File: src/hw/rtl/lbs_pkg.sv
// Shared types, constants and fixed-point helpers for the skinning block.
`default_nettype none
package lbs_pkg;

    localparam int POSE_WORDS = 14;
    localparam int SLOT_CUR_POS = 4;
    localparam int SLOT_REST_QUAT = 7;
    localparam int SLOT_REST_POS = 11;
    localparam logic CMD_LOAD = 1'b0;
    localparam logic CMD_INFL = 1'b1;

    typedef struct packed {
        logic             cmd;
        logic [5:0]       joint;
        logic [16:0]      weight;
        logic             last;
        logic [2:0][31:0] pos;
        logic [2:0][31:0] nrm;
        logic [3:0]       slot;
        logic [31:0]      value;
        logic             ok;
    } t_item;

    function automatic logic signed [63:0] rnd(input logic signed [63:0] p, input int f);
        return (p + (64'sd1 <<< (f - 1))) >>> f;
    endfunction

    function automatic logic [31:0] sat32(input logic signed [63:0] v);
        if (v > 64'sd2147483647) begin
            return 32'h7fff_ffff;
        end else if (v < -64'sd2147483648) begin
            return 32'h8000_0000;
        end
        return v[31:0];
    endfunction

    function automatic logic signed [47:0] sat48(input logic signed [63:0] v);
        if (v > 64'sd140737488355327) begin
            return {1'b0, {47{1'b1}}};
        end else if (v < -64'sd140737488355328) begin
            return {1'b1, 47'd0};
        end
        return v[47:0];
    endfunction

    function automatic logic signed [63:0] sx(input logic [31:0] a);
        return $signed({{32{a[31]}}, a});
    endfunction

    function automatic logic [31:0] fadd(input logic [31:0] a, input logic [31:0] b);
        return sat32(sx(a) + sx(b));
    endfunction

    function automatic logic [31:0] fsub(input logic [31:0] a, input logic [31:0] b);
        return sat32(sx(a) - sx(b));
    endfunction

    // Quaternion component pairs of the nine rotation products:
    // xx yy zz xy xz yz wx wy wz
    function automatic logic [1:0] quat_a(input logic [3:0] k);
        case (k)
            4'd0, 4'd3, 4'd4: return 2'd0;
            4'd1, 4'd5:       return 2'd1;
            4'd2:             return 2'd2;
            default:          return 2'd3;
        endcase
    endfunction

    function automatic logic [1:0] quat_b(input logic [3:0] k);
        case (k)
            4'd0, 4'd6:       return 2'd0;
            4'd1, 4'd3, 4'd7: return 2'd1;
            default:          return 2'd2;
        endcase
    endfunction

    function automatic logic [31:0] rot_elem(input logic [8:0][31:0] pr,
                                             input logic [3:0] e,
                                             input logic [31:0] one);
        case (e)
            4'd0:    return fsub(one, fadd(fadd(pr[1], pr[2]), fadd(pr[1], pr[2])));
            4'd1:    return fadd(fsub(pr[3], pr[8]), fsub(pr[3], pr[8]));
            4'd2:    return fadd(fadd(pr[4], pr[7]), fadd(pr[4], pr[7]));
            4'd3:    return fadd(fadd(pr[3], pr[8]), fadd(pr[3], pr[8]));
            4'd4:    return fsub(one, fadd(fadd(pr[0], pr[2]), fadd(pr[0], pr[2])));
            4'd5:    return fadd(fsub(pr[5], pr[6]), fsub(pr[5], pr[6]));
            4'd6:    return fadd(fsub(pr[4], pr[7]), fsub(pr[4], pr[7]));
            4'd7:    return fadd(fadd(pr[5], pr[6]), fadd(pr[5], pr[6]));
            4'd8:    return fsub(one, fadd(fadd(pr[0], pr[1]), fadd(pr[0], pr[1])));
            default: return 32'd0;
        endcase
    endfunction

endpackage
`default_nettype wire

File: src/hw/rtl/lbs_front.sv
// Front end: takes input beats, classifies them and queues them for the back end.
`default_nettype none
module lbs_front
    import lbs_pkg::*;
#(
    parameter int MAX_JOINTS = 64
) (
    input  wire logic        i_clk,
    input  wire logic        i_rst_n,
    input  wire logic        i_valid,
    output logic             o_stall,
    input  wire logic        i_cmd,
    input  wire logic [5:0]  i_joint_index,
    input  wire logic [16:0] i_weight,
    input  wire logic        i_last_influence,
    input  wire logic [2:0][31:0] i_pos,
    input  wire logic [2:0][31:0] i_nrm,
    input  wire logic [3:0]  i_pose_slot,
    input  wire logic [31:0] i_pose_value,
    output logic             o_q_valid,
    output t_item            o_q_item,
    input  wire logic        i_q_pop
);

    t_item      r_buf [2];
    logic [1:0] r_cnt;
    logic       r_wp;
    logic       r_rp;
    t_item      n_item;
    logic       push;
    logic       joint_ok;

    assign o_stall   = (r_cnt == 2'd2);
    assign push      = i_valid && !o_stall;
    assign o_q_valid = (r_cnt != 2'd0);
    assign o_q_item  = r_buf[r_rp];
    assign joint_ok  = (32'(i_joint_index) < MAX_JOINTS);

    always_comb begin
        n_item.cmd    = i_cmd;
        n_item.joint  = i_joint_index;
        n_item.weight = i_weight;
        n_item.last   = i_last_influence;
        n_item.pos    = i_pos;
        n_item.nrm    = i_nrm;
        n_item.slot   = i_pose_slot;
        n_item.value  = i_pose_value;
        // mark as not ok: loads to a missing joint or an unused slot, influences to a missing joint
        if (i_cmd == CMD_LOAD) begin
            n_item.ok = joint_ok && (32'(i_pose_slot) < POSE_WORDS);
        end else begin
            n_item.ok = joint_ok;
        end
    end

    always_ff @(posedge i_clk) begin
        if (!i_rst_n) begin
            r_cnt <= 2'd0;
            r_wp  <= 1'b0;
            r_rp  <= 1'b0;
        end else begin
            if (push) begin
                r_buf[r_wp] <= n_item;
                r_wp        <= !r_wp;
            end
            if (i_q_pop) begin
                r_rp <= !r_rp;
            end
            r_cnt <= r_cnt + 2'(push) - 2'(i_q_pop);
        end
    end

    a_no_pop_empty: assert property (@(posedge i_clk) disable iff (!i_rst_n)
        i_q_pop |-> r_cnt != 2'd0)
        else $error("pop from empty queue");

endmodule
`default_nettype wire

File: config.mk
export PLATFORM = sky130hd
export DESIGN_NAME = lbs_front
export DESIGN_NICKNAME = d
export VERILOG_FILES = /design/src/hw/rtl/lbs_pkg.sv /design/src/hw/rtl/lbs_front.sv
export SDC_FILE = /design/constraint.sdc
export NUM_CORES = 1
export LEC_CHECK = 0
export BUFFER_PORTS_ARGS = -buffer_cell sky130_fd_sc_hd__buf_2
export CORE_MARGIN = 1.5
export CORE_UTILIZATION = 29
export CTS_CLUSTER_DIAMETER = 120
export DETAILED_ROUTE_END_ITERATION = 6
export HOLD_SLACK_MARGIN = 0.08
export PLACE_DENSITY_LB_ADDON = 0.12
export SETUP_SLACK_MARGIN = 0.4
export SKIP_LAST_GASP = 1
export SYNTH_ARGS = -nofsm -noshare
export SYNTH_HDL_FRONTEND = slang
export SYNTH_SLANG_ARGS = --single-unit
File: constraint.sdc
create_clock -name i_clk -period 23.7 [get_ports i_clk]
set_clock_uncertainty 0.05 [all_clocks]
set_input_delay 4.74 -clock i_clk [delete_from_list [all_inputs] [get_ports i_clk]]
set_output_delay 4.74 -clock i_clk [all_outputs]
set_load 0.05 [all_outputs]
# --- Word-level counts from Yosys, hierarchy flattened ---
# Memories as Yosys holds them, arrays and structs flattened. A register that Yosys moved wholly into a read port is not among the register bits.
# Cells that the tools add are included.
word_totals:
  out_inout_bits: 256
  mem_bits_rw: 508
  memories: 1
  latch_bits: 0
  inputBits: 257
  mem_bits_ro: 0
  register_bits: 4
mem_list:
  columns: ["name", "depth", "width", "read_ports", "rd_ports_with_merged_regs", "write_ports", "line", "text"]
  rows:
  - ["r_buf", 2, 254, 1, 1, 1, "lbs_front.sv:25", "t_item r_buf [2];"]
classes:
  n_div: 0
  n_reduce_logical: 5
  n_bitwise: 0
  mul: 0
  n_shift: 0
  muxes: 6
  n_eq_ne: 1
  n_addsub: 2
  order_cmp: 1
ops:
  columns: ["operator", "n"]
  rows:
  - ["two-way mux 1 bit", 6]
  - ["less-than comparator 4 bit (second input constant)", 1]
  - ["zero test 1 bit", 3]
  - ["adder 2 x 1 -> 2 bit", 1]
  - ["equality test 2 bit (second input constant)", 1]
  - ["nonzero test 2 bit", 1]
  - ["subtractor 2 x 1 -> 2 bit", 1]
  - ["logical AND 1 bit", 1]

# --- Longest topological paths before layout ---
# Gate-level depths: netlist of the first run.
logic_depth:
  ltp_word: 6
  mapped_depth: 9
  depth_no_buf: 9

# --- Least setup slack after synthesis of the first run ---
# Ideal clock, no wire load.
synth_timing:
  path_type: "input to register"
  from: "input port i_rst_n"
  to: "memory r_buf[0][0] (netlist name) (enable)"
  path_buffers: 0
  t_required_ns: 22.777
  path_slack_ns: 7.424
  setup_time_ns: 0.873
  t_arrival_ns: 15.354
  cell_stages: 2
  path_cell_list: "nand3_1 > nor2_1"
synth_via:
  elab_chain_len: 2
synth_rtl:
  columns: ["element", "line", "text"]
  rows:
  - ["start: declaration", "lbs_front.sv:9", "input wire logic i_rst_n,"]
  - ["two-way mux 1 bit", "lbs_front.sv:57", "if (!i_rst_n) begin"]
  - ["two-way mux 1 bit (not written as such)", "lbs_front.sv:63", "r_buf[r_wp] <= n_item;"]
  - ["end: declaration", "lbs_front.sv:25", null]
# No other way between the ends.

==> impl_metrics.toml, run 1 <==
[clock_tree]
clkTransAtPathRegs_ns = 0.06
cts_tree = "built"
clk-insertion-delay-late_ns = 0.60
holdBufCountCts = 0
post-cts-setup-buffers = 0
htree_levels = 2
cts_resized = 0
root_buffer = "clkbuf_16"
cts.sink_count = 513
cts_made_buffers = 57
cts_buffer_depth = 3

[grt]
overflow = 0
first_global_vias = 10100
grt.total_usage_pct = 13.1
grt_max_degree = 127
grt_pass1_wl_um = 64600
antenna_found_initial = 18

[synth]
yosysMostFrequentCell = "edfxtp_1"
avgSynthCellArea_sq_um = 23.0
synth_top_cells_by_area = "edfxtp_1 81%, mux2_2 12%, mux2_4 4.8%"
netlist_instances = 816
ys_seq_area_share_pct = 81.7
yosysTopAreaCellShare_pct = 81.2
synth_seq_cells = 513
synth.net_count = 1075
synth_cell_types = 20
synthFlopType = "edfxtp_1"
async_flop_share_pct = 0
ys_warn_count = 0
yosys-top-cells-count = "508 x edfxtp_1, 194 x mux2_2, 60 x mux2_4"
syn_area_sq_um = 18800
yosys.area.top_type = "edfxtp_1"
synth_edf_count = 508

[critical_path]
worstRegToRegCells = 5
path_delay_family = "buffers and inverters"
worst_ep_arrival_time_ns = 3.21
path_class = "flop to primary output"
r2r_setup_slack_ns = 20.16
reg2reg_to = "r_buf[0][172]$_DFFE_PP_"
path_cells = "buf_4 > mux2_2 > buf_2"
end_kind = "primary output"
crit_required_ns = 18.91
crit_slowest_cell = "dfxtp_4"
cp.depth = 3
reg2reg_from = "r_cnt[0]$_SDFF_PN0_"
start_kind = "flop"
cp_max_fo = 70
critPathBufInv = 2
worst_path_largest_cell_delay_ns = 0.94

[detailed_routing]
route.antenna.remaining_nets = 0
drtIter0Drc = 443
dr.pass1.iters = 4
routed_via_density = 4.20
num_vias = 9547
wirelength_um = 44600
wl_per_cell_um = 19.6
drc = 0

[timing]
finalSetupViolCount = 0
max_slew_margin_pct = 30.2
worst_slew_pin_slew_ns = 1.05
finalHoldViolCount = 0
rsz0062_at_grt = "no"
timing.hold.ws_ns = 0.482
slew_violations = 0
finalSetupTns_ns = 0
clock.fmax_mhz = 125
fin_crit_sh_pct = 33.7
finalCriticalPeriod_ns = 8.00

[floorplanning]
row_count = 93
io_pins = 513
fp.coreArea_sq_um = 64200
die_y_um = 258
dieArea_sq_um = 66300
start_util_pct = 29.3
fp.dieW_um = 258

[pwr]
leakage_nw = 8.87
irDropWorstVdd_v = 0.0000507
power_mw = 2.37
p_per_area_nw_per_um2 = 98.2

[layout]
drive_gt1_share_pct = 60.7
area_growth_syn_to_layout_pct = 28.1
fin_nets = 1628

[placed_design]
finalWeightedCongestion = 0.714
portBuffers = 512
hpwlAfterDp_um = 29500

[hold_path]
hold_path.class = "flop to flop"
hold_path_depth = 2
min_to = "r_wp$_SDFFE_PN0P_"
min-delay-start = "r_wp$_SDFFE_PN0P_"

[flow_run]
drv_cap = 0

[outcome]
status = "finished, final reports clean"
-- flip-flops by register name (all words and copies together) (netlist names), named ones only --
signal  flops
r_rp        1
r_cnt       2
r_wp        1
r_buf     508
-- layout by cell type (no fill, tap or decap), types with 2 or more instances in the layout --
master	netlist	layout
and2_1	5	5
buf_2	10	512
buf_4	11	9
bufinv_16	0	3
clkbuf_1	0	13
clkbuf_16	0	59
clkinv_1	0	12
clkinv_2	0	14
dfxtp_1	5	4
diode_2	0	6
edfxtp_1	508	508
ha_1	2	2
inv_1	3	3
mux2_2	194	194
mux2_4	60	60
xnor2_1	2	2
-- worst max-delay path by stage --
stage	end	from	slack, ns
floorplan	r_buf[0][0]$_DFFE_PP_	i_rst_n	7.42
global placement	r_buf[0][91]$_DFFE_PP_	i_rst_n	15.70
detailed placement	r_buf[0][172]$_DFFE_PP_	i_rst_n	15.72
CTS	o_q_item[151]	flop	15.51
global route	o_q_item[151]	flop	15.45
finish	o_q_item[159]	flop	15.70
-- worst min-delay path, delay by kind of cell, from the launching register on --
family	cells	cell delay, ns
AOI/OAI and AO/OA	1	0.06
and+or+nand+nor	1	0.07
DFF	1	0.35
-- layer usage --
| layer | track usage (%) | vias to the layer above | part of all wire (%) |
|---|---|---|---|
| met1 | 14.6 | 4738 | 39 |
| met2 | 22.6 | 313 | 50 |
| li1 | - | 4382 | - |
| met3 | 5.31 | 90 | 8.4 |
| met5 | 0 | - | 0.32 |
| met4 | 4.17 | 24 | 2.2 |
-- metrics by stage --
| step | cells | cell area (sq um) | worst slack [ns] | utilization, % |
|---|---|---|---|---|
| floorplan | 816 | 18800 | 7.42 | - |
| detailed placement | 2165 | 22300 | 15.72 | 34.7 |
| global placement | 2165 | 22300 | 15.70 | 34.7 |
| finish | 2274 | 24100 | 15.70 | 37.5 |
| global route | 2272 | 24100 | 15.45 | 37.5 |
| CTS | 2268 | 24100 | 15.51 | 37.5 |
-- logic make-up (layout without fill, tap and decap cells) --
kind of cell / Yosys count / after routing / synth area share [%]
simple gates: 12 / 12 / 0.380
buf+inv: 31 / 628 / 1.19
xor+xnor: 3 / 3 / 0.140
mux: 254 / 254 / 16.4
other cells: 0 / 6 / 0
fa+ha+maj: 2 / 2 / 0.133
compound gates: 1 / 1 / 0.0333
flops: 513 / 513 / 81.7
-- power breakdown --
part           switching, mW  leakage, nW  internal [mW]
clock network          0.343        0.863          0.484
registers             0.0185         4.69           1.08
logic                  0.319         3.32          0.119
-- layout make-up --
class                   count  area (sq um)
clock inverters            31           221
repair buffers            522          2650
flip-flops and latches    513         15400
diodes                      6          15.0
inverters                   3          11.3
fillers                  6125         40200
well taps                 855          1070
clock buffers              72          1530
multi-input cells         272          3230
(Power assumes the default switching activity.)
==> inputs of run 2 (changes only) <==
==> constraint.sdc (replaced) <==
create_clock -name i_clk -period 8.1 [get_ports i_clk]
set_clock_uncertainty 0.05 [all_clocks]
set_input_delay 1.62 -clock i_clk [delete_from_list [all_inputs] [get_ports i_clk]]
set_output_delay 1.62 -clock i_clk [all_outputs]
set_load 0.05 [all_outputs]
==> impl_metrics.toml, run 2 (synthesized netlist as in run 1, its figures left out) <==
[grt]
grt.total_usage_pct = 13.3
grt_max_degree = 157
grt_pass1_wl_um = 65500
antenna_found_initial = 17
overflow = 0
first_global_vias = 10200

[pwr]
power_frac_clock_pct = 35.1
p_per_area_nw_per_um2 = 288
power_frac_comb_pct = 18.5
p_int_mw = 4.96
irDropWorstVdd_v = 0.000163
swShare_pct = 28.6
power_mw = 6.94
seqPwrFrac_pct = 46.4
leakage_nw = 8.84
switchingPower_mw = 1.98

[layout]
fin_nets = 1626
post-route-cell-area_sq_um = 24100
largestRegisters = "r_buf: 508 flops, r_cnt: 2 flops"
drive_gt1_share_pct = 60.3
largest_reg_flops = 508
area_growth_syn_to_layout_pct = 28.2
mostFrequentLayoutCells = "512 x buf_2, 508 x edfxtp_1, 194 x mux2_2, 60 x mux2_4, 59 x clkbuf_16"
layout_commonest_cell = "buf_2"
top_register = "r_buf"

[detailed_routing]
wl_per_cell_um = 20.2
wirelength_um = 45800
route.antenna.remaining_nets = 0
routed_via_density = 4.21
dr.pass1.iters = 4
num_vias = 9537
drtIter0Drc = 409
drc = 0

[floorplanning]
fp.dieW_um = 258
die_y_um = 258
row_count = 93
fp.coreArea_sq_um = 64200
io_pins = 513
start_util_pct = 29.3
dieArea_sq_um = 66300

[clock_tree]
root_buffer = "clkbuf_16"
cts_resized = 0
cts_made_buffers = 58
cts_buffer_depth = 3
cts_tree = "built"
htree_levels = 2
clkTransAtPathRegs_ns = 0.06
clk-insertion-delay-late_ns = 0.59
holdBufCountCts = 0
post-cts-setup-buffers = 0
cts.sink_count = 513

[timing]
max_slew_margin_pct = 17.3
worst_slew_pin_slew_ns = 1.24
fin_crit_sh_pct = 57.0
slew_violations = 0
rsz0062_at_grt = "no"
timing.hold.ws_ns = 0.491
clock.fmax_mhz = 217
finalSetupViolCount = 0
finalHoldViolCount = 0
finalSetupTns_ns = 0
finalCriticalPeriod_ns = 4.62

[placed_design]
finalWeightedCongestion = 0.747
hpwlAfterDp_um = 30100
placed_cell_area_sq_um = 22300
portBuffers = 512

[critical_path]
worst_ep_arrival_time_ns = 2.95
cp_max_fo = 129
end_kind = "primary output"
path_class = "flop to primary output"
start_kind = "flop"
crit_required_ns = 6.43

[hold_path]
hold_path.class = "flop to flop"

[outcome]
status = "finished, final reports clean"

[flow_run]
drv_cap = 0
[run 2: cell count changes in the layout (fill, tap and decap cells not counted), sizes merged]
| cell | delta |
|---|---|
| clkinvlp | -1 |
| diode | +3 |
| clkinv | -16 |
| clkbuf | +10 |
| inv | +1 |
| buf | -3 |
[run 2: worst paths after layout]
path / startpoint / endpoint / slack, ns / cells past startpoint
max reg2reg: r_cnt[0]$_SDFF_PN0_ / r_buf[1][165]$_DFFE_PP_ / 5.09 / 4
max: flop / o_q_item[253] / 3.48 / 3
min: r_wp$_SDFFE_PN0P_ / r_wp$_SDFFE_PN0P_ / 0.49 / 2
min reg2reg: r_wp$_SDFFE_PN0P_ / r_wp$_SDFFE_PN0P_ / 0.49 / 2
[run 2: through the flow]
stage          utilization, %  instances  worst slack [ns]
2_1_floorplan               -        816              2.09
3_3_place_gp             34.8       2162              3.98
3_5_place_dp             34.8       2162              3.97
4_1_cts                  37.5       2259              3.41
5_1_grt                  37.5       2264              3.32
6_report                 37.5       2268              3.48
[run 2: cell type report]
class,instances,area (sq um)
diodes,9,22.5
clock buffers,82,1580
clock inverters,15,155
fillers,6155,40100
inverters,3,11.3
multi-input cells,272,3230
flip-flops and latches,513,15400
well taps,855,1070
repair buffers,519,2670
[run 2: power groups by stage]
stage                     Clock [mW]  Combinational (mW)  Sequential, mW
after floorplan                    0               0.981            3.28
after global placement             0                1.30            3.28
after detailed placement           0                1.30            3.28
after CTS                       2.53                1.31            3.22
after global routing            2.62                1.35            3.24
final                           2.43                1.28            3.22
[run 2: critical path: stages, from the launching register on]
cell and delay, ns:
dfxtp_4 0.77, buf_12 0.54, mux2_2 0.46, buf_2 0.22
[run 2: layer usage]
metal  vias up  wire [um]  GRT usage [%]  share of wire, %
met2       295      23900           23.2                52
met4        16       1040           4.42               2.3
li1       4382          -              -                 -
met1      4752      16900           14.6                37
met5         -         96              0              0.21
met3        92       3850           5.31               8.4
==> inputs of run 3 (changes only) <==
==> constraint.sdc (replaced) <==
create_clock -name i_clk -period 3.85 [get_ports i_clk]
set_clock_uncertainty 0.05 [all_clocks]
set_input_delay 0.77 -clock i_clk [delete_from_list [all_inputs] [get_ports i_clk]]
set_output_delay 0.77 -clock i_clk [all_outputs]
set_load 0.05 [all_outputs]
==> impl_metrics.toml, run 3 (synthesized netlist as in run 1, its figures left out) <==
[grt]
antenna_found_initial = 14
grt.total_usage_pct = 13.0
first_global_vias = 10300
grt_max_degree = 76
grt_pass1_wl_um = 64800
overflow = 0

[critical_path]
reg2reg_from = "r_cnt[0]$_SDFF_PN0_"
path_class = "flop to primary output"
cp_max_fo = 31
end_kind = "primary output"
reg2reg_to = "r_buf[1][171]$_DFFE_PP_"
r2r_setup_slack_ns = 1.63
crit_slowest_cell = "dfxtp_4"
start_kind = "flop"
crit_top_cell = "buf_12"
critPathBufInv = 3
path_delay_family = "buffers and inverters"
worst_path_largest_cell_delay_ns = 0.59
crit_required_ns = 3.03
worstRegToRegCells = 4
worst_ep_arrival_time_ns = 2.35
path_cells = "buf_12 > buf_12 > mux2_2 > buf_2"

[timing]
finalSetupTns_ns = 0
clock.fmax_mhz = 315
slew_violations = 0
fin_crit_sh_pct = 82.3
timing.hold.ws_ns = 0.296
rsz0062_at_grt = "no"
max_slew_margin_pct = 60.6
worst_slew_pin_slew_ns = 0.591
setup_ws_ns = 0.680
finalSetupViolCount = 0
finalHoldViolCount = 0
finalCriticalPeriod_ns = 3.17

[pwr]
power_mw = 14.9
p_int_mw = 10.7
switchingPower_mw = 4.24
leakage_nw = 9.10
seqPwrFrac_pct = 45.2
power_frac_clock_pct = 36.1
irDropWorstVdd_v = 0.000379
power_frac_comb_pct = 18.7
swShare_pct = 28.4
p_per_area_nw_per_um2 = 608

[outcome]
status = "finished, final reports clean"

[clock_tree]
cts_buffer_depth = 3
cts_resized = 0
root_buffer = "clkbuf_16"
holdBufCountCts = 0
cts_tree = "built"
clk-insertion-delay-late_ns = 0.60
htree_levels = 2
cts_made_buffers = 58
cts.sink_count = 513
clkTransAtPathRegs_ns = 0.06
post-cts-setup-buffers = 0

[detailed_routing]
m1WireLength_um = 16200
route.antenna.remaining_nets = 0
routed_via_density = 4.20
drtIter0Drc = 405
dr_wl_met2_um = 23000
wirelength_um = 44100
dr.pass1.iters = 4
num_vias = 9679
drc = 0
wl_per_cell_um = 19.2
top_layer = "met5"
met3_length_um = 3810

[floorplanning]
io_pins = 513
die_y_um = 258
fp.coreArea_sq_um = 64200
start_util_pct = 29.3
row_count = 93
fp.dieW_um = 258
dieArea_sq_um = 66300

[layout]
largestRegisters = "r_buf: 508 flops, r_cnt: 2 flops"
top_register = "r_buf"
stdcell_count = 2302
mostFrequentLayoutCells = "512 x buf_2, 508 x edfxtp_1, 194 x mux2_2, 60 x mux2_4, 59 x clkbuf_16"
largest_reg_flops = 508
drive_gt1_share_pct = 61.4
fill_cells = 6158
area_growth_syn_to_layout_pct = 30.7
layout_commonest_cell = "buf_2"
fin_nets = 1655

[hold_path]
hold_path_depth = 1
hold_path.class = "input port to flop"
min_to = "r_buf[1][96]$_DFFE_PP_"
min-delay-start = "i_nrm[59]"

[placed_design]
finalWeightedCongestion = 0.739
place_ws_ns = 1.26
dp_cells = 2191
hpwlAfterDp_um = 30500
portBuffers = 512

[flow_run]
drv_cap = 0
## run 3: cell types whose count changed in the layout (fill, tap and decap cells not counted), moves of 5 or more
cell and delta:
buf_4 +20, buf_12 +9, clkinv_2 +5, clkinv_1 +12, clkbuf_1 -12
## run 3: area by class of cell
| type | instances | area, sq um | area share, % |
|---|---|---|---|
| clock buffer | 68 | 1510 | 6.15 |
| clock inverter | 38 | 359 | 1.46 |
| tap | 855 | 1070 | 4.36 |
| antenna | 5 | 12.5 | 0.0510 |
| inverter | 3 | 11.3 | 0.0459 |
| sequential | 513 | 15400 | 62.5 |
| multi-input combinational | 272 | 3240 | 13.2 |
| timing repair buffer | 548 | 3000 | 12.2 |
## run 3: power by group through the flow
| stage | Sequential (mW) | Clock, mW | Combinational, mW |
|---|---|---|---|
| 2_1_floorplan | 6.88 | 0 | 2.07 |
| 3_3_place_gp | 6.86 | 0 | 2.84 |
| 3_5_place_dp | 6.87 | 0 | 2.84 |
| 4_1_cts | 6.75 | 5.58 | 2.85 |
| 5_1_grt | 6.79 | 5.79 | 2.94 |
| 6_report | 6.75 | 5.39 | 2.79 |
## run 3: worst register-to-register path, stage by stage (launching register included)
cell and delay [ns]:
dfxtp_1 0.34, nand2b_1 0.21, and2_1 0.19, and3_4 0.58, buf_12 0.44
## run 3: routing by layer
| metal | vias to the layer above | track usage, % |
|---|---|---|
| li1 | 4445 | - |
| met1 | 4816 | 14.2 |
| met2 | 315 | 22.8 |
| met3 | 83 | 5.34 |
| met4 | 20 | 3.74 |
| met5 | - | 0.285 |
## run 3: worst max-delay path by stage
stage / start / endpoint / cells after the start
3_3_place_gp: i_rst_n / r_buf[0][212]$_DFFE_PP_ / 5
4_1_cts: flop / o_q_item[175] / 4
2_1_floorplan: i_rst_n / r_buf[0][0]$_DFFE_PP_ / 2
6_report: flop / o_q_item[175] / 4
3_5_place_dp: flop / o_q_item[175] / 4
5_1_grt: flop / o_q_item[175] / 4
## run 3: metrics by stage
step	utilization, %	instance area, sq um
2_1_floorplan	-	18800
3_3_place_gp	35.3	22700
3_5_place_dp	35.3	22700
4_1_cts	38.2	24500
5_1_grt	38.2	24600
6_report	38.2	24600
